File: src/rtl/bms_pkg.sv
// Shared types, constants and helper functions for the boat motion step block.
// Used by bms_mul, bms_cordic, bms_wrap and boat_motion_step; depends on nothing.
package bms_pkg;

  localparam int FRAC_BITS    = 16;
  localparam int CORDIC_ITERS = 16;
  localparam int CW           = 30;
  localparam int CSH          = CW - FRAC_BITS;

  // shared multiplier: 36 x 27 signed, product rounded back to FRAC_BITS
  localparam int MA_W = 36;
  localparam int MB_W = 27;
  localparam int MP_W = MA_W + MB_W;
  localparam int MR_W = MP_W + 1 - FRAC_BITS;
  localparam logic [MP_W:0] RND_HALF =
    {{(MP_W - FRAC_BITS + 1){1'b0}}, 1'b1, {(FRAC_BITS - 1){1'b0}}};

  localparam int ANG_W = 20;
  localparam int CZ_W  = 36;
  localparam int CORD_CW = $clog2(CORDIC_ITERS);

  localparam logic signed [CZ_W-1:0] PI_Q30      = 36'sd3373259426;
  localparam logic signed [CZ_W-1:0] HALF_PI_Q30 = 36'sd1686629713;
  localparam logic signed [CZ_W-1:0] CORDIC_K    = 36'sd652032874;

  localparam longint PI_FL = (64'sd3373259426 + (64'sd1 <<< (CSH - 1))) >>> CSH;
  localparam logic signed [ANG_W-1:0] PI_F = ANG_W'(PI_FL);

  localparam int WRAP_STEPS = 14;
  localparam int WRAP_W     = 38;
  localparam int WRAP_CW    = $clog2(WRAP_STEPS);
  localparam logic signed [WRAP_W-1:0] PI_W     = WRAP_W'(PI_F);
  localparam logic signed [WRAP_W-1:0] TWO_PI_W = PI_W <<< 1;
  localparam logic signed [WRAP_W-1:0] SPAN0    = TWO_PI_W <<< (WRAP_STEPS - 1);

  localparam int ONE_F       = 1 << FRAC_BITS;
  localparam int THR_SCALE   = ((3 << FRAC_BITS) + 5) / 10;
  localparam int STEER_SCALE = ((4 << FRAC_BITS) + 5) / 10;

  localparam logic signed [48:0] P40_HI = 49'sd549755813887;
  localparam logic signed [48:0] P40_LO = -P40_HI - 49'sd1;
  localparam logic signed [48:0] P24_HI = 49'sd8388607;
  localparam logic signed [48:0] P24_LO = -P24_HI - 49'sd1;

  typedef struct packed {
    logic go;
    logic acc;
  } mul_req_t;

  typedef enum logic [2:0] {
    S_IDLE = 3'b001,
    S_RUN  = 3'b010,
    S_FIN  = 3'b100
  } state_t;

  typedef enum logic [1:0] {
    K_MUL,
    K_CORD,
    K_WRAP
  } kind_t;

  typedef enum logic [4:0] {
    OP_THR, OP_STR,
    OP_DX, OP_DY,
    OP_CS_OLD, OP_PX, OP_PY,
    OP_CS_STR, OP_T1, OP_T2, OP_T3,
    OP_WH, OP_WD,
    OP_D1, OP_D2,
    OP_CS_NEW, OP_TH, OP_UX1, OP_UX2, OP_UY1, OP_UY2,
    OP_VX, OP_VY
  } op_t;

  typedef enum logic [2:0] {
    CFG_START_X, CFG_START_Y, CFG_DRAG, CFG_THRUST, CFG_ROT, CFG_STEP
  } cfg_idx_t;

  function automatic kind_t op_kind(input op_t op);
    kind_t k;
    unique case (op)
      OP_CS_OLD, OP_CS_STR, OP_CS_NEW: k = K_CORD;
      OP_WH, OP_WD:                    k = K_WRAP;
      default:                         k = K_MUL;
    endcase
    return k;
  endfunction

  // arctangent of 2^-i in Q2.30
  function automatic logic signed [CZ_W-1:0] atan_q30(input int unsigned i);
    logic signed [CZ_W-1:0] v;
    unique case (i)
      0:  v = 36'sd843314856;
      1:  v = 36'sd497837829;
      2:  v = 36'sd263043836;
      3:  v = 36'sd133525158;
      4:  v = 36'sd67021686;
      5:  v = 36'sd33543515;
      6:  v = 36'sd16775850;
      7:  v = 36'sd8388437;
      8:  v = 36'sd4194282;
      9:  v = 36'sd2097149;
      10: v = 36'sd1048575;
      11: v = 36'sd524287;
      12: v = 36'sd262143;
      13: v = 36'sd131071;
      14: v = 36'sd65535;
      15: v = 36'sd32767;
      16: v = 36'sd16383;
      17: v = 36'sd8191;
      18: v = 36'sd4095;
      19: v = 36'sd2047;
      20: v = 36'sd1023;
      21: v = 36'sd511;
      22: v = 36'sd255;
      default: v = 36'sd127;
    endcase
    return v;
  endfunction

  function automatic logic signed [39:0] sat40(input logic signed [48:0] v);
    logic signed [39:0] r;
    if (v > P40_HI) r = 40'sh7f_ffff_ffff;
    else if (v < P40_LO) r = 40'sh80_0000_0000;
    else r = v[39:0];
    return r;
  endfunction

  function automatic logic signed [23:0] sat24(input logic signed [48:0] v);
    logic signed [23:0] r;
    if (v > P24_HI) r = 24'sh7f_ffff;
    else if (v < P24_LO) r = 24'sh80_0000;
    else r = v[23:0];
    return r;
  endfunction

endpackage

File: src/rtl/bms_mul.sv
// Shared signed multiplier with round-half-up back to FRAC_BITS fraction bits.
// Optional accumulate adds the previous raw product before rounding. Uses bms_pkg.
module bms_mul (
  input  logic                                clk,
  input  logic                                rst,
  input  bms_pkg::mul_req_t                   req,
  input  logic signed [bms_pkg::MA_W-1:0]     a,
  input  logic signed [bms_pkg::MB_W-1:0]     b,
  output logic                                done,
  output logic signed [bms_pkg::MR_W-1:0]     res
);

  logic signed [bms_pkg::MP_W-1:0] prod;
  logic signed [bms_pkg::MP_W-1:0] hold;
  logic                            stage;
  logic                            acc_q;
  logic [bms_pkg::MP_W:0]          sum;

  always_comb begin
    sum = {prod[bms_pkg::MP_W-1], prod}
        + (acc_q ? {hold[bms_pkg::MP_W-1], hold} : '0)
        + bms_pkg::RND_HALF;
  end

  always_ff @(posedge clk) begin
    if (rst) begin
      stage <= 1'b0;
      done  <= 1'b0;
    end else begin
      stage <= req.go;
      done  <= stage;
    end
  end

  always_ff @(posedge clk) begin
    if (req.go) begin
      prod  <= a * b;
      acc_q <= req.acc;
    end
    if (stage) begin
      hold <= prod;
      res  <= sum[bms_pkg::FRAC_BITS +: bms_pkg::MR_W];
    end
  end

endmodule

File: config.mk
export PLATFORM = sky130hd
export DESIGN_NAME = bms_mul
export DESIGN_NICKNAME = d
export VERILOG_FILES = /design/src/rtl/bms_pkg.sv /design/src/rtl/bms_mul.sv
export SDC_FILE = /design/constraint.sdc
export NUM_CORES = 2
export LEC_CHECK = 0
export BUFFER_PORTS_ARGS = -buffer_cell sky130_fd_sc_hd__clkbuf_2
export CORE_MARGIN = 5
export CORE_UTILIZATION = 42
export CTS_CLUSTER_SIZE = 14
export DETAILED_ROUTE_END_ITERATION = 8
export GPL_ROUTABILITY_DRIVEN = 0
export PLACE_DENSITY = 0.65
export SLEW_MARGIN = 10
export SYNTH_ARGS = -nofsm -noshare
export SYNTH_HDL_FRONTEND = slang
export SYNTH_SLANG_ARGS = --single-unit
export TNS_END_PERCENT = 5
File: constraint.sdc
create_clock -name clk -period 9.1 [get_ports clk]
set_input_delay 1.82 -clock clk [delete_from_list [all_inputs] [get_ports clk]]
set_output_delay 1.82 -clock clk [all_outputs]
set_load 0.02 [all_outputs]
# After elaboration in Yosys (flattened, before gate mapping)

Cells that the tools add are included.

Output and inout port bits: 49
Bits in registers: 177
Logic and storage cells: 10
Input port bits: 67

Multipliers: 1
Add/subtract/negate cells: 2
Mux-type cells: 1

Operators by type and width:

| kind                     | count |
|---|---|
| $add A64 B16 Y64 const B | 1 |
| $add A64 B64 Y64         | 1 |
| $mux W64                 | 1 |
| $mul A36 B27 Y63         | 1 |

# Depth between registers and ports, before layout

Word-level depth: 3
Gate-level depth with buffers: 30
Gate-level depth less buffers: 27

# Least setup slack after synthesis

OpenSTA, ideal clock, no wires.

Path type: input -> register
From: input port a[35] in the netlist's numbering
To: register prod[61] in the netlist's numbering, data pin
Library setup time: 0.258 ns
Data arrival time: 8.407 ns
Stages: 27
Path buffers: 2
Required time: 8.842 ns
Path slack: 0.435 ns
Cell sequence: clkbuf_1 > clkbuf_1 > nand2_1 > inv_1 > fa_1 > fa_1 > inv_1 > fa_1 > fa_1 > inv_1 > fa_1 > fa_1 > inv_1 > fa_1 > inv_1 > ha_1 > nand4_1 > nor4_2 > nand3_1 > a311o_1 > a31oi_1 > a31oi_1 > o311a_1 > nor2_2 > a221o_1 > a21oi_1 > xnor2_1

Longest elaborated chain between the ends: 1

Ends and longest elaborated chain:

| item                   | RTL line      | RTL |
|---|---|---|
| start: declaration     | bms_mul.sv:7  | `input logic signed [bms_pkg::MA_W-1:0] a,` |
| $mul A36 B27 Y63       | bms_mul.sv:37 | `prod <= a * b;` |
| end signal: assignment | bms_mul.sv:37 |  |
| end: declaration       | bms_mul.sv:13 | `logic signed [bms_pkg::MP_W-1:0] prod;` |

Every way passes these cells.
A chain may end at the register's enable or synchronous reset.

# Worst setup path in the final report

From: input port b[9] in the netlist's numbering
To: register prod[55] in the netlist's numbering, data pin

Longest elaborated chain between the ends: 1

Ends and longest elaborated chain:

| item               | RTL line      | RTL |
|---|---|---|
| start: declaration | bms_mul.sv:8  | `input logic signed [bms_pkg::MB_W-1:0] b,` |
| $mul A36 B27 Y63   | bms_mul.sv:37 |  |

Every way passes these cells.

==> implementation parameters <==
Parameter                              Value

Drt
  First-pass DRT Iterations ... 5
  Routed Wire Length ... 101 mm
  Number of remaining DRC errors ... 0
  Routed wirelength normalized by instance count ... 17.0 µm
  Antenna violation net count after detailed routing ... 0
  Initial DRC Count ... 1541
  Count of vias placed by the detailed router ... 28900
  Via-to-Cell Ratio ... 4.88

Floorplanning
  Total I/O pin count ... 116
  Row count ... 117
  Area enclosed by the die boundary ... 108000 µm²
  Height of the chip ... 329 µm
  Die extent in x ... 329 µm
  Core area ... 101000 µm²
  Effective utilization at floorplan ... 0.421

STA
  Transition at the pin with the smallest max-transition slack ... 0.908 ns
  Max-slew violation total from the final report ... 0
  Post-Route Hold Slack ... 0.460 ns
  Final critical delay including setup and external delays ... 8.60 ns
  Final count of negative-setup-slack endpoints ... 0
  Clock tree skew after final layout ... 0.0120 ns
  Post-Route Setup TNS ... 0 ns
  Unrepaired setup endpoints after global routing ... false
  Final hold vios ... 0
  Maximum operating frequency ... 116 MHz
  Share of the clock period used by the worst path after layout ... 0.945
  Worst rel slew slack ... 0.394

Clock tree
  Maximum clock path buffer count ... 2
  Total setup buffers inserted after CTS ... 0
  Clock root buffer ... clkbuf_16
  Clock net sink count ... 177
  Number of CTS-inserted buffers ... 17
  Clock transition at the register clock pins on the worst setup and hold paths after CTS ... 0.07 ns
  Number of hold-repair buffers added at the cts stage ... 0
  Count of instances resized after the clock tree is built ... 0
  TritonCTS clock tree ... built
  Total number of H-tree levels ... 4
  Clock latency at the later pin of the worst-skew pair ... 0.44 ns

Global routing
  Total global routing overflow ... 0
  Pin count of the biggest net entering global routing ... 68
  Global-route wire length before repair ... 167 mm
  Antenna violations before repair ... 6
  Number of global-route vias before repair ... 31400
  Gr usage total ... 0.193

Final layout
  Cell area after layout ... 46800 µm²
  Final layout net count ... 5876
  Layout overhead on the synthesized area ... 9.53%
  Fraction of final layout cells sized beyond drive strength 1 ... 0.0818

Place
  Area after DPL ... 46200 µm²
  Placed wire-length estimate after detailed placement ... 88.3 mm
  Port Buffer Count ... 115

Logic synthesis
  Post-synthesis instance area ... 42700 µm²
  Average cell area after synthesis ... 9.73 µm²
  Number of cells produced by synthesis ... 4390
  Mapped Nets ... 5742
  Synth warnings ... 0
  Number of flops mapped to enable cells by yosys ... 175
  Fraction of registers with async set or reset after synthesis ... 0
  #FFs+latches synth ... 177
  Post-synth cell types ... 73
  Proportion of synthesized chip area in sequential cells ... 0.124
  Primary FF master, synth ... edfxtp_1

Min path
  Hold crit path type ... flop to flop

Critical path
  Endpoint kind of the worst setup timing path ... flop
  Stage delay of the slowest cell on the critical path ... 0.52 ns
  Worst setup SP type ... primary input
  Arrival time at the worst endpoint ... 8.77 ns
  Max stage delay cell, worst path ... fa_1
  Dominant cell type by count on the critical path ... fa_1
  Type of the worst setup path ... primary input to flop
  Worst Path Required ... 9.27 ns
  Maximum fanout along the worst path ... 16

Flow run
  Count of maximum capacitance violations ... 0

Run status
  Status ... finished clean
==> sequential cells by signal, indices dropped and copies added (netlist names) <==
signal	cells
stage	1
acc_q	1
prod	63
hold	63
res	48
done	1
==> kinds of logic after synthesis <==
group,count (synthesis),share of synthesized area
buf+inv,1281,0.113
mux,2,0.000468
simple gates,1236,0.144
flops,177,0.124
compound gates,296,0.0461
fa+ha+maj,1285,0.549
xor+xnor,113,0.0232
==> final timing paths <==
kind	startpoint	to	slack, ns	cells after the start
max reg2reg	acc_q	res[44]	4.58	14
max	b[9]	prod[55]	0.50	29
min	prod[15]	hold[15]	0.46	0
min reg2reg	prod[15]	hold[15]	0.46	0
==> metal layers <==
layer	GRT usage	wire length, µm	vias up
met5	0	0	-
met3	0.0388	7500	94
li1	-	-	13200
met2	0.308	44900	797
met4	0.0335	1630	0
met1	0.280	46500	14700
==> through the flow <==
stage	worst slack [ns]	cells	util
after floorplan	0.435	4390	-
after global placement	0.129	5873	0.455
after detailed placement	0.0812	5873	0.455
after CTS	0.564	5905	0.461
after global routing	0.192	5905	0.461
final	0.504	5911	0.461
==> worst max-delay path: cells and delay by family <==
family / cells / cell delay [ns]
and+or+nand+nor: 3 / 0.75
AOI/OAI and AO/OA: 8 / 1.11
adders and majority gates: 8 / 3.78
xor gates and xnor gates: 1 / 0.15
buffers and inverters: 9 / 1.15
==> cells in the final DEF (no fill, tap or decap), drive strengths merged, types with 3 or more instances in the layout <==
cell type  instances
inv             1085
fa               986
nand2            552
and2             492
ha               299
buf              206
edfxtp           175
clkbuf           131
a21oi             96
xnor2             73
nor2              70
a21o              59
o21ai             49
xor2              40
nand3             24
nand4             22
nand2b            18
nor2b             16
o21a              14
a31oi             11
and3              11
nor3               9
a211oi             9
o21bai             8
o31ai              8
diode              6
nor4               6
and4               5
clkinv             5
a221oi             4
or3                4
a2111oi            4
o211ai             3
a31o               3
a211o              3
o22ai              3
o2111ai            3
==> cell type report <==
| type | count | area (µm²) |
|---|---|---|
| Sequential cell | 177 | 5300 |
| Clock buffer | 17 | 425 |
| Clock inverter | 15 | 165 |
| Antenna cell | 6 | 15.0 |
| Inverter | 1076 | 4040 |
| Multi-Input combinational cell | 2932 | 32600 |
| Tap cell | 1368 | 1710 |
| Timing Repair Buffer | 320 | 2530 |
| Fill cell | 9529 | 54600 |
==> synthesized netlist by cell type (all sizes together), types with 3 or more instances <==
cell type	number	area, µm²
inv	1075	4040
fa	986	19700
nand2	552	2070
and2	492	3080
ha	299	3740
clkbuf	197	741
edfxtp	175	5260
a21oi	96	495
xnor2	73	639
nor2	70	265
a21o	59	443
o21ai	49	249
xor2	40	350
nand3	24	120
nand4	22	138
nand2b	18	113
nor2b	16	100
o21a	14	105
a31oi	11	68.8
and3	11	68.8
a211oi	9	82.6
nor3	9	45.0
buf	8	33.8
o21bai	8	60.1
o31ai	8	78.8
nor4	6	43.8
and4	5	43.8
a2111oi	4	36.3
a221oi	4	35.0
or3	4	25.0
a211o	3	26.3
a31o	3	26.3
o2111ai	3	32.5
o211ai	3	22.5
o22ai	3	18.8
Power is left out: the tool's default activity adds up to more than one toggle a clock period on the data nets, which glitch-free logic cannot reach.
