[src/rtl/bms_pkg.sv]
// Shared types, constants and helper functions for the boat motion step block.
// Used by bms_mul, bms_cordic, bms_wrap and boat_motion_step; depends on nothing.
package bms_pkg;

  localparam int FRAC_BITS    = 16;
  localparam int CORDIC_ITERS = 16;
  localparam int CW           = 30;
  localparam int CSH          = CW - FRAC_BITS;

  // shared multiplier: 36 x 27 signed, product rounded back to FRAC_BITS
  localparam int MA_W = 36;
  localparam int MB_W = 27;
  localparam int MP_W = MA_W + MB_W;
  localparam int MR_W = MP_W + 1 - FRAC_BITS;
  localparam logic [MP_W:0] RND_HALF =
    {{(MP_W - FRAC_BITS + 1){1'b0}}, 1'b1, {(FRAC_BITS - 1){1'b0}}};

  localparam int ANG_W = 20;
  localparam int CZ_W  = 36;
  localparam int CORD_CW = $clog2(CORDIC_ITERS);

  localparam logic signed [CZ_W-1:0] PI_Q30      = 36'sd3373259426;
  localparam logic signed [CZ_W-1:0] HALF_PI_Q30 = 36'sd1686629713;
  localparam logic signed [CZ_W-1:0] CORDIC_K    = 36'sd652032874;

  localparam longint PI_FL = (64'sd3373259426 + (64'sd1 <<< (CSH - 1))) >>> CSH;
  localparam logic signed [ANG_W-1:0] PI_F = ANG_W'(PI_FL);

  localparam int WRAP_STEPS = 14;
  localparam int WRAP_W     = 38;
  localparam int WRAP_CW    = $clog2(WRAP_STEPS);
  localparam logic signed [WRAP_W-1:0] PI_W     = WRAP_W'(PI_F);
  localparam logic signed [WRAP_W-1:0] TWO_PI_W = PI_W <<< 1;
  localparam logic signed [WRAP_W-1:0] SPAN0    = TWO_PI_W <<< (WRAP_STEPS - 1);

  localparam int ONE_F       = 1 << FRAC_BITS;
  localparam int THR_SCALE   = ((3 << FRAC_BITS) + 5) / 10;
  localparam int STEER_SCALE = ((4 << FRAC_BITS) + 5) / 10;

  localparam logic signed [48:0] P40_HI = 49'sd549755813887;
  localparam logic signed [48:0] P40_LO = -P40_HI - 49'sd1;
  localparam logic signed [48:0] P24_HI = 49'sd8388607;
  localparam logic signed [48:0] P24_LO = -P24_HI - 49'sd1;

  typedef struct packed {
    logic go;
    logic acc;
  } mul_req_t;

  typedef enum logic [2:0] {
    S_IDLE = 3'b001,
    S_RUN  = 3'b010,
    S_FIN  = 3'b100
  } state_t;

  typedef enum logic [1:0] {
    K_MUL,
    K_CORD,
    K_WRAP
  } kind_t;

  typedef enum logic [4:0] {
    OP_THR, OP_STR,
    OP_DX, OP_DY,
    OP_CS_OLD, OP_PX, OP_PY,
    OP_CS_STR, OP_T1, OP_T2, OP_T3,
    OP_WH, OP_WD,
    OP_D1, OP_D2,
    OP_CS_NEW, OP_TH, OP_UX1, OP_UX2, OP_UY1, OP_UY2,
    OP_VX, OP_VY
  } op_t;

  typedef enum logic [2:0] {
    CFG_START_X, CFG_START_Y, CFG_DRAG, CFG_THRUST, CFG_ROT, CFG_STEP
  } cfg_idx_t;

  function automatic kind_t op_kind(input op_t op);
    kind_t k;
    unique case (op)
      OP_CS_OLD, OP_CS_STR, OP_CS_NEW: k = K_CORD;
      OP_WH, OP_WD:                    k = K_WRAP;
      default:                         k = K_MUL;
    endcase
    return k;
  endfunction

  // arctangent of 2^-i in Q2.30
  function automatic logic signed [CZ_W-1:0] atan_q30(input int unsigned i);
    logic signed [CZ_W-1:0] v;
    unique case (i)
      0:  v = 36'sd843314856;
      1:  v = 36'sd497837829;
      2:  v = 36'sd263043836;
      3:  v = 36'sd133525158;
      4:  v = 36'sd67021686;
      5:  v = 36'sd33543515;
      6:  v = 36'sd16775850;
      7:  v = 36'sd8388437;
      8:  v = 36'sd4194282;
      9:  v = 36'sd2097149;
      10: v = 36'sd1048575;
      11: v = 36'sd524287;
      12: v = 36'sd262143;
      13: v = 36'sd131071;
      14: v = 36'sd65535;
      15: v = 36'sd32767;
      16: v = 36'sd16383;
      17: v = 36'sd8191;
      18: v = 36'sd4095;
      19: v = 36'sd2047;
      20: v = 36'sd1023;
      21: v = 36'sd511;
      22: v = 36'sd255;
      default: v = 36'sd127;
    endcase
    return v;
  endfunction

  function automatic logic signed [39:0] sat40(input logic signed [48:0] v);
    logic signed [39:0] r;
    if (v > P40_HI) r = 40'sh7f_ffff_ffff;
    else if (v < P40_LO) r = 40'sh80_0000_0000;
    else r = v[39:0];
    return r;
  endfunction

  function automatic logic signed [23:0] sat24(input logic signed [48:0] v);
    logic signed [23:0] r;
    if (v > P24_HI) r = 24'sh7f_ffff;
    else if (v < P24_LO) r = 24'sh80_0000;
    else r = v[23:0];
    return r;
  endfunction

endpackage

[src/rtl/bms_wrap.sv]
// Angle wrap to [-pi, pi): floor modulo by 2*pi through a shift-and-subtract
// sequence, one multiple of 2*pi per cycle. Uses bms_pkg.
module bms_wrap (
  input  logic                                clk,
  input  logic                                rst,
  input  logic                                go,
  input  logic signed [bms_pkg::CZ_W-1:0]     val,
  output logic                                done,
  output logic signed [bms_pkg::ANG_W-1:0]    res
);

  logic signed [bms_pkg::WRAP_W-1:0] r, span, sub, add, rr;
  logic                              busy, fin;
  logic [bms_pkg::WRAP_CW-1:0]       k;

  always_comb begin
    sub = r - span;
    add = r + span;
    rr  = (r[bms_pkg::WRAP_W-1] ? r + bms_pkg::TWO_PI_W : r) - bms_pkg::PI_W;
  end

  always_ff @(posedge clk) begin
    if (rst) begin
      busy <= 1'b0;
      fin  <= 1'b0;
      done <= 1'b0;
    end else begin
      done <= fin;
      fin  <= 1'b0;
      if (go) begin
        busy <= 1'b1;
      end else if (busy && k == '0) begin
        busy <= 1'b0;
        fin  <= 1'b1;
      end
    end
  end

  always_ff @(posedge clk) begin
    if (go) begin
      r    <= bms_pkg::WRAP_W'(val) + bms_pkg::PI_W;
      span <= bms_pkg::SPAN0;
      k    <= bms_pkg::WRAP_CW'(bms_pkg::WRAP_STEPS - 1);
    end else if (busy) begin
      // pull the value toward [-2pi, 2pi) from either side
      if (!r[bms_pkg::WRAP_W-1] && !sub[bms_pkg::WRAP_W-1]) begin
        r <= sub;
      end else if (r[bms_pkg::WRAP_W-1] && add[bms_pkg::WRAP_W-1]) begin
        r <= add;
      end
      span <= span >>> 1;
      k    <= k - 1'b1;
    end
    if (fin) begin
      res <= rr[bms_pkg::ANG_W-1:0];
    end
  end

endmodule

[config.mk]
export PLATFORM = sky130hd
export DESIGN_NAME = bms_wrap
export DESIGN_NICKNAME = d
export VERILOG_FILES = /design/src/rtl/bms_pkg.sv /design/src/rtl/bms_wrap.sv
export SDC_FILE = /design/constraint.sdc
export NUM_CORES = 1
export LEC_CHECK = 0
export BUFFER_PORTS_ARGS = -buffer_cell sky130_fd_sc_hd__buf_4
export CAP_MARGIN = 40
export CORE_UTILIZATION = 30
export CTS_CLUSTER_SIZE = 8
export DETAILED_ROUTE_END_ITERATION = 6
export GPL_TIMING_DRIVEN = 0
export PLACE_DENSITY = 0.51
export SYNTH_ARGS = -nofsm -noshare
export SYNTH_HDL_FRONTEND = slang
export SYNTH_SLANG_ARGS = --single-unit
[constraint.sdc]
create_clock -name clk -period 8.2 [get_ports clk]
set_input_delay 1.64 -clock clk [delete_from_list [all_inputs] [get_ports clk]]
set_output_delay 1.64 -clock clk [all_outputs]
set_load 0.05 [all_outputs]
[After elaboration in Yosys (flattened, before gate mapping)]
Index checks and enable logic that the tools add are counted.
Storage, ports and cells
  bits in registers: 97
  input bits: 39
  output and inout bits: 21
  logic and storage cells: 32
Cells by class
  $add $sub $neg: 6
  multiplexer cells: 8
  reduce and logical (&&, ||, !) cells: 11
Operator list (count)
  2-to-1 mux 38 bit: 4
  adder 38 x 33 -> 38 bit: 1
  subtractor 38 x 33 -> 38 bit: 1
  adder 36 x 19 -> 37 bit, second input constant: 1
  adder 20 bit, second input constant: 1
  2-to-1 mux 20 bit: 1
  subtractor 20 x 19 -> 20 bit, second input constant: 1
  logical NOT 4 bit: 1
  nonzero test 2 bit: 2
  subtractor 4 x 1 -> 4 bit, second input constant: 1
  logical AND 1 bit: 3
  2-to-1 mux 1 bit: 3
  nonzero test 3 bit: 1
  logical NOT 1 bit: 2
  AND reduction 2 bit: 1
  OR reduction 2 bit: 1

[Depth between registers and ports, before layout]
Gate-level depths: netlist of the first run.
  word-level depth: 6
  depth in mapped cells: 21
  depth with buffers taken out: 19

[Least setup slack after synthesis of the first run]
OpenSTA, ideal clock, no wires.
  kind: register -> register
  start point: register r[15] (netlist name)
  end point: register r[0] (netlist name), enable pin
  setup time: 0.396 ns
  arrival: 4.290 ns
  required time: 7.804 ns
  setup slack: 3.514 ns
  cell stages (with the launch flop): 17
  path buffers: 5
  clock period less this slack: 4.686 ns
  cells stage by stage: edfxtp_1 > ha_1 > clkbuf_1 > nand2_1 > a2111oi_0 > o21ai_0 > nor3_1 > a21o_1 > nand2_1 > nand4_1 > ha_1 > clkbuf_1 > clkbuf_1 > buf_1 > buf_1 > o21ai_0 > nand2_1
On the way
  cells in the longest elaborated chain, start to end: 5
  elaborated cells on any way between the ends: 7
  those cells by class: add/sub: 2; reduce/logical: 5
RTL lines
  from (decl): line bms_wrap.sv:12  | logic signed [bms_pkg::WRAP_W-1:0] r, span, sub, add, rr;
  from (signal assigned): line bms_wrap.sv:41  | r <= bms_pkg::WRAP_W'(val) + bms_pkg::PI_W;
  from (signal assigned): line bms_wrap.sv:47  | r <= sub;
  subtractor 38 x 33 -> 38 bit: line bms_wrap.sv:17  | sub = r - span;
  logical NOT 1 bit: line bms_wrap.sv:46  | if (!r[bms_pkg::WRAP_W-1] && !sub[bms_pkg::WRAP_W-1]) begin
  logical AND 1 bit: line bms_wrap.sv:46
  nonzero test 3 bit (no line) *
  AND reduction 2 bit (no line) *
Mark *: on every way between the ends. The rest lies on a longest branch, timed or not.
A chain may end at the register's enable or synchronous reset.

[Worst setup path in the final report of the first run]
  start point: register r[15] (netlist name)
  end point: register r[5] (netlist name), enable pin
The elaborated chain is that of the path after synthesis.

==> results of run 1 <==
==> power by group through the flow <==
stage	combinational, uW	clock [uW]	sequential [uW]
after CTS	1130	470	672
final	1140	458	672
after detailed placement	1120	0	683
after global routing	1270	485	682
after global placement	1120	0	681
after floorplan	812	0	656
==> cells in the mapped netlist (4+ instances only) <==
| cell type | number |
|---|---|
| sky130_fd_sc_hd__o22ai_1 | 4 |
| sky130_fd_sc_hd__inv_1 | 79 |
| sky130_fd_sc_hd__and3_1 | 13 |
| sky130_fd_sc_hd__a21o_1 | 18 |
| sky130_fd_sc_hd__xor2_1 | 29 |
| sky130_fd_sc_hd__ha_1 | 71 |
| sky130_fd_sc_hd__nor2_1 | 122 |
| sky130_fd_sc_hd__a31oi_1 | 14 |
| sky130_fd_sc_hd__and2_1 | 5 |
| sky130_fd_sc_hd__nor2b_1 | 21 |
| sky130_fd_sc_hd__a221oi_1 | 6 |
| sky130_fd_sc_hd__o31a_1 | 6 |
| sky130_fd_sc_hd__nand2_1 | 103 |
| sky130_fd_sc_hd__nor3b_1 | 4 |
| sky130_fd_sc_hd__edfxtp_1 | 58 |
| sky130_fd_sc_hd__o21a_1 | 9 |
| sky130_fd_sc_hd__dfxtp_1 | 39 |
| sky130_fd_sc_hd__nand2b_1 | 9 |
| sky130_fd_sc_hd__nor3_1 | 28 |
| sky130_fd_sc_hd__nand4_1 | 17 |
| sky130_fd_sc_hd__a311oi_1 | 5 |
| sky130_fd_sc_hd__xnor2_1 | 63 |
| sky130_fd_sc_hd__a211oi_1 | 9 |
| sky130_fd_sc_hd__mux2i_1 | 29 |
| sky130_fd_sc_hd__o41ai_1 | 4 |
| sky130_fd_sc_hd__o211ai_1 | 22 |
| sky130_fd_sc_hd__o21bai_1 | 13 |
| sky130_fd_sc_hd__or3_1 | 10 |
| sky130_fd_sc_hd__nand3_1 | 24 |
| sky130_fd_sc_hd__clkbuf_1 | 42 |
| sky130_fd_sc_hd__a21boi_0 | 6 |
| sky130_fd_sc_hd__a32oi_1 | 4 |
| sky130_fd_sc_hd__nor4_1 | 9 |
| sky130_fd_sc_hd__o31ai_1 | 11 |
| sky130_fd_sc_hd__o21ai_0 | 77 |
| sky130_fd_sc_hd__buf_1 | 13 |
| sky130_fd_sc_hd__a21oi_1 | 93 |
==> layout make-up <==
cell class	count	share of cell area, %
Antenna cell	1	0.0242
Clock inverter	7	0.906
Timing Repair Buffer	63	4.87
Tap cell	390	4.71
Buffer	55	1.99
Clock buffer	9	2.17
Sequential cell	97	24.3
Multi-Input combinational cell	913	58.0
Inverter	81	2.93
==> layer usage <==
metal	track usage [%]	routed length, um	share of wire (%)	up-vias
li1	-	-	-	4263
met1	29.1	15200	48	4139
met2	32.2	13600	43	292
met3	3.74	2010	6.4	39
met4	5.40	638	2.0	0
met5	0	0	0	-
==> cell families after synthesis <==
family                     share of synthesized area, %
buffers and inverters                              5.64
muxes                                              3.46
DFF                                                27.9
xor gates and xnor gates                           8.91
AOI/OAI and AO/OA                                  24.0
adders and majority gates                          10.3
and+or+nand+nor                                    19.9
==> through the flow <==
stage,total power [uW],hold WS [ps],instances,instance area (um^2)
2_1_floorplan,1470,466,1146,9040
5_1_grt,2440,522,1615,10400
4_1_cts,2270,510,1615,10400
3_5_place_dp,1800,489,1599,10000
6_report,2270,505,1616,10400
3_3_place_gp,1800,491,1595,9980
==> worst max-delay path, delay by kind of cell (launching register included) <==
family	cells	cell delay, ps
AOI/OAI and AO/OA	4	1370
adders and majority gates	2	510
DFF	1	490
buffers and inverters	6	2510
and+or+nand+nor	5	1230
==> how the worst min path moves through the flow <==
stage               start  endpoint  slack (ps)
finish               k[1]      k[1]         510
global route         k[3]      k[3]         520
CTS                  k[1]      k[1]         510
detailed placement   k[3]      k[3]         490
global placement     k[3]      k[3]         490
floorplan            k[3]      k[3]         470
==> placed cells by master, fill, tap and decap left out, types with 21 or more instances in the layout <==
cell type / n
sky130_fd_sc_hd__xnor2_1: 63
sky130_fd_sc_hd__o211ai_1: 22
sky130_fd_sc_hd__mux2i_1: 29
sky130_fd_sc_hd__buf_4: 59
sky130_fd_sc_hd__nor2_1: 122
sky130_fd_sc_hd__ha_1: 71
sky130_fd_sc_hd__o21ai_0: 77
sky130_fd_sc_hd__clkbuf_1: 42
sky130_fd_sc_hd__dfxtp_1: 39
sky130_fd_sc_hd__nand3_1: 24
sky130_fd_sc_hd__a21oi_1: 93
sky130_fd_sc_hd__nor2b_1: 21
sky130_fd_sc_hd__nor3_1: 28
sky130_fd_sc_hd__inv_1: 79
sky130_fd_sc_hd__xor2_1: 29
sky130_fd_sc_hd__edfxtp_1: 58
sky130_fd_sc_hd__nand2_1: 102
==> sequential cells by signal, indices dropped and copies added, names as in the netlist <==
name  cells
busy      1
done      1
fin       1
k         4
r        38
res      20
span     32
==> flow_summary_export.csv, run 1 <==
group,metric,value,unit
outcome,outcome,"finished, final reports clean",
clocking,cts-htree-levels,3,
die,die-width,176,um
grt,grt_first_pass_wirelength,48700,um
worst_setup_path,r2r-start,"r[15]",
timing,hold_viol_final,0,
clocking,cts-root-buf,"sky130_fd_sc_hd__clkbuf_16",
min_path,hold_critical_path_depth,2,
power,leak,0.00402,uW
layout,sequential_cell_area,0.00252,mm^2
clocking,numCtsBuffers,9,
detailed_routing,detail_route.wl_per_cell,19.5,um
layout,nNetsFinal,1332,
clocking,cts_tree,"yes",
place,gp_congestion,0.941,
min_path,min-delay-path-class,"reg2reg",
timing,slew-limit-headroom,43.4,%
power,clkPwrFrac,20.2,%
power,switchingPower,1030,uW
worst_setup_path,worstSetupPathType,"reg2reg",
yosys,synth_top_flop_cell,"sky130_fd_sc_hd__edfxtp_1",
clocking,numClockSinks,97,
timing,drv_slew,0,
power,comb_power_share,50.3,%
timing,finalClockSkew,17.3,ps
detailed_routing,post_drt_via_cell_ratio,5.40,
layout,drive_above_1_share,7.84,%
layout,n_fill_cell,3268,
yosys,yosysWarnings,0,
worst_setup_path,required,8270,ps
yosys,synth.yosys.seq_area_share,27.9,%
worst_setup_path,timing.critical_path.to_type,"flop",
clocking,worstSkewPairLatency,370,ps
yosys,synth.net_count,1258,
grt,number_of_antenna_violations_at_the_first_check_in_global_routing,0,
clocking,cts_resized,0,
yosys,synthDistinctLibCells,71,
yosys,cells_after_synthesis,1146,
yosys,synthArstFlopShare,0,%
yosys,synth_largest_type_area_fraction,19.3,%
layout,total_area_of_multi_input_combinational_cells,0.00601,mm^2
detailed_routing,detail_route.first_pass.iterations,5,
grt,first_global_vias,8375,
clocking,cts.clk_slew.worst_paths,80,ps
worst_setup_path,cp_common_cell,"sky130_fd_sc_hd__clkbuf_1",
power,power_report.internal_total,1240,uW
worst_setup_path,critPathLaunchType,"flop",
timing,setup_viol,0,
timing,total_negative_slack,0,ps
yosys,syn_area_per_cell,7.89,um^2
clocking,cts-hold-fix-buffers,0,
die,pin_count,60,
worst_setup_path,cp_arrival,6500,ps
detailed_routing,detail_route.wirelength,31500,um
detailed_routing,drt_first_iter_violations,721,
layout,area_delta_synth_final,14.6,%
clocking,postCtsSetupRepairBufs,0,
power,cellPowerDensity,219,mW/mm^2
yosys,synth_area_leader_cell,"sky130_fd_sc_hd__edfxtp_1",
worst_setup_path,timing.critical_path.cells,"ha_1 > clkbuf_1 > nand2_1 > a2111oi_0 > o21ai_0 > nor3_1 > a21o_1 > nand2_1 > nand4_1 > ha_1 > clkbuf_1 > clkbuf_1 > buf_1 > buf_1 > o21ai_0 > nand2_2 > buf_12",
detailed_routing,detailroute.via_count,8733,
worst_setup_path,cp_max_fo,23,
worst_setup_path,reg2regPathDepth,17,
flow_run,timing.max_cap.violations,0,
worst_setup_path,r2r_setup_slack,1770,ps
worst_setup_path,timing.critical_path.slowest_cell_delay,580,ps
die,die_area,0.0308,mm^2
place,buffer_ports.inserted,59,
layout,fin_util,35.0,%
place,dp_hpwl,25400,um
die,die_y,176,um
worst_setup_path,reg2reg_capture_point,"r[5]",
timing,final.setup.worst_slack,1770,ps
yosys,synth_edf_count,58,
yosys,synth.area.top_cells,"sky130_fd_sc_hd__edfxtp_1 19%, sky130_fd_sc_hd__ha_1 9.8%, sky130_fd_sc_hd__dfxtp_1 8.6%, sky130_fd_sc_hd__xnor2_1 6.1%, sky130_fd_sc_hd__a21oi_1 5.1%",
detailed_routing,drc,0,
power,proportion_of_total_power_due_to_net_switching,45.5,%
die,core,0.0296,mm^2
grt,grt_start_max_net_pins,24,
yosys,register_bit_count_reported_by_yosys,97,
power,fraction_of_power_consumed_by_sequential_logic,29.6,%
worst_setup_path,crit_start,"r[15]",
worst_setup_path,endpoint,"r[5]",
power,power.ir.vdd_worst,0.106,mV
yosys,mappedNetlistArea,0.00904,mm^2
timing,rsz_0062_raised_after_global_routing,"false",
worst_setup_path,timing.critical_path.slowest_stage_cell,"sky130_fd_sc_hd__buf_1",
timing,period_minus_slack,6430,ps
timing,timing.fmax,156,MHz
grt,globalRoute.totalOverflow,0,
detailed_routing,final_antenna_net_count,0,
place,post-place-ws,1820,ps
timing,slew_at_the_pin_closest_to_its_max_slew_limit,849,ps
die,starting_utilization_of_the_core_area,30.5,%
timing,layout_worst_path_cycle_share,78.4,%
grt,grt.total_usage,20.7,%
clocking,cts.path.max_buffers,2,
die,core.rowCount,63,
No activity file was read; power rests on OpenSTA's default activity.
==> run 2: changes to the inputs <==
==> constraint.sdc (replaced) <==
create_clock -name clk -period 5.93 [get_ports clk]
set_input_delay 1.186 -clock clk [delete_from_list [all_inputs] [get_ports clk]]
set_output_delay 1.186 -clock clk [all_outputs]
set_load 0.05 [all_outputs]
==> run 2 against run 1 <==
Effect of this change:
- sequential share of layout area about the same
- non-clock buffer count is 4 lower
- via count is 0.69% lower
- clock power up 38%
- first-iteration DRC count shrank 3.7%
- final area hardly changed
- critical path type unchanged
- largest cell class unchanged
==> flow_summary_export.csv, run 2 (synthesis gave the netlist of run 1 again) <==
group,metric,value,unit
outcome,outcome,"finished, final reports clean",
worst_setup_path,worstSetupPathType,"reg2reg",
timing,total_negative_slack,0,ps
grt,grt_first_pass_wirelength,48700,um
detailed_routing,detail_route.wirelength,31400,um
clocking,cts.clk_slew.worst_paths,80,ps
clocking,cts_tree,"yes",
flow_run,timing.max_cap.violations,0,
die,die_y,176,um
detailed_routing,post_drt_via_cell_ratio,5.38,
grt,grt_start_max_net_pins,24,
timing,hold_viol_final,0,
power,power_report.internal_total,1720,uW
clocking,numCtsBuffers,9,
min_path,hold_critical_path_depth,2,
timing,finalClockSkew,16.7,ps
die,starting_utilization_of_the_core_area,30.5,%
clocking,cts-root-buf,"sky130_fd_sc_hd__clkbuf_16",
power,fraction_of_power_consumed_by_sequential_logic,29.5,%
detailed_routing,final_antenna_net_count,0,
worst_setup_path,critPathLaunchType,"flop",
worst_setup_path,timing.critical_path.slowest_cell_delay,470,ps
min_path,min-delay-path-class,"reg2reg",
place,post-place-ws,-450,ps
power,power,3150,uW
clocking,postCtsSetupRepairBufs,0,
timing,slew-limit-headroom,45.1,%
power,power.ir.vdd_worst,0.147,mV
clocking,cts.path.max_buffers,2,
grt,first_global_vias,8382,
min_path,min_from,"k[1]",
worst_setup_path,r2r-start,"span[24]",
worst_setup_path,timing.critical_path.to_type,"flop",
worst_setup_path,timing.critical_path.cells,"inv_1 > ha_1 > clkbuf_1 > nand3_1 > a2111oi_1 > o21ai_1 > nor3_1 > a21o_1 > nand2_1 > nand4_1 > ha_1 > clkbuf_1 > and3_1 > nand3_1 > o21ai_1 > a22oi_1 > o32ai_2 > nand4_1 > o211ai_1 > xnor2_1 > o21ai_0",
layout,mostFrequentLayoutCell,"sky130_fd_sc_hd__nor2_1",
layout,drive_above_1_share,8.19,%
layout,area_delta_synth_final,14.6,%
timing,setup_viol,0,
detailed_routing,drc,0,
die,die-width,176,um
grt,number_of_antenna_violations_at_the_first_check_in_global_routing,0,
grt,globalRoute.totalOverflow,0,
die,core,0.0296,mm^2
timing,rsz_0062_raised_after_global_routing,"false",
worst_setup_path,worst-path-buf-inv,3,
power,clkPwrFrac,20.1,%
detailed_routing,detail_route.wl_per_cell,19.5,um
worst_setup_path,crit_start,"span[24]",
worst_setup_path,required,6010,ps
layout,nNetsFinal,1328,
clocking,numClockSinks,97,
worst_setup_path,cp_arrival,5550,ps
layout,final_cell_mix,"122 x sky130_fd_sc_hd__nor2_1, 102 x sky130_fd_sc_hd__nand2_1, 93 x sky130_fd_sc_hd__a21oi_1, 79 x sky130_fd_sc_hd__inv_1, 75 x sky130_fd_sc_hd__o21ai_0",
layout,largest_register_ff_count,38,
timing,layout_worst_path_cycle_share,92.3,%
grt,grt.total_usage,20.7,%
layout,largestRegisters,"r: 38 flops, span: 32 flops, res: 20 flops",
detailed_routing,detailroute.via_count,8673,
worst_setup_path,cp_max_fo,9,
clocking,cts-htree-levels,3,
power,comb_power_share,50.3,%
clocking,worstSkewPairLatency,370,ps
timing,period_minus_slack,5470,ps
worst_setup_path,critical_path_cell_count,21,
place,dp_hpwl,25400,um
detailed_routing,detail_route.first_pass.iterations,5,
worst_setup_path,timing.critical_path.slowest_stage_cell,"sky130_fd_sc_hd__a2111oi_1",
place,postPlaceCellArea,0.0100,mm^2
die,core.rowCount,63,
timing,timing.fmax,183,MHz
layout,largest_register,"r",
clocking,cts-hold-fix-buffers,0,
layout,postLayoutCellArea,0.0104,mm^2
power,leak,0.00402,uW
place,gp_congestion,0.941,
power,switchingPower,1430,uW
timing,final.setup.worst_slack,455,ps
power,cellPowerDensity,304,mW/mm^2
die,pin_count,60,
power,proportion_of_total_power_due_to_net_switching,45.5,%
die,die_area,0.0308,mm^2
timing,drv_slew,0,
worst_setup_path,reg2regPathDepth,21,
place,buffer_ports.inserted,59,
detailed_routing,drt_first_iter_violations,694,
timing,slew_at_the_pin_closest_to_its_max_slew_limit,824,ps
worst_setup_path,cpLargestDelayFamily,"compound AO/OA/AOI/OAI gates",
timing,finalHoldWorstSlack,505,ps
[run 2: cell type report]
| type | count | area (um^2) |
|---|---|---|
| fill | 3271 | 19300 |
| buffer | 51 | 194 |
| sequential | 97 | 2520 |
| inverter | 81 | 304 |
| multi-input combinational | 913 | 6030 |
| timing repair buffer | 63 | 504 |
| tap | 390 | 488 |
| clock buffer | 9 | 225 |
| antenna | 1 | 2.50 |
| clock inverter | 7 | 93.8 |
[run 2: what timing repair did]
action | in CTS | in global routing
resized for setup | 5 | 3
endpoints found under the setup margin | 41 | 31
pin swaps | 0 | 0
[run 2: per-layer routing]
layer	vias to the layer above	wire length, um	global-route usage, %
met3	33	2040	3.94
met2	278	13600	32.2
met4	0	582	5.40
met5	-	0	0
li1	4257	-	-
met1	4105	15100	29.0
[run 2: worst min-delay path, stage by stage (launching register included)]
cell and delay [ps]:
sky130_fd_sc_hd__dfxtp_1 320, sky130_fd_sc_hd__nor2_1 90, sky130_fd_sc_hd__a211oi_1 50
[run 2: power groups by stage]
stage | sequential (uW) | clock [uW] | combinational [uW]
2_1_floorplan | 907 | 0 | 1120
3_3_place_gp | 942 | 0 | 1550
3_5_place_dp | 945 | 0 | 1550
4_1_cts | 928 | 650 | 1560
5_1_grt | 943 | 671 | 1760
6_report | 929 | 634 | 1580
[run 2: path summary, 6_finish.rpt]
| path | slack, ps | endpoint |
|---|---|---|
| max | 460 | r[26] |
| min | 510 | k[1] |
| max reg2reg | 460 | r[26] |
| min reg2reg | 510 | k[1] |
[run 2: per-stage QoR]
step | util (%) | std cells
after floorplan | - | 1146
after global placement | 33.7 | 1595
after detailed placement | 33.9 | 1599
after CTS | 35.0 | 1615
after global routing | 35.0 | 1611
final | 35.0 | 1612
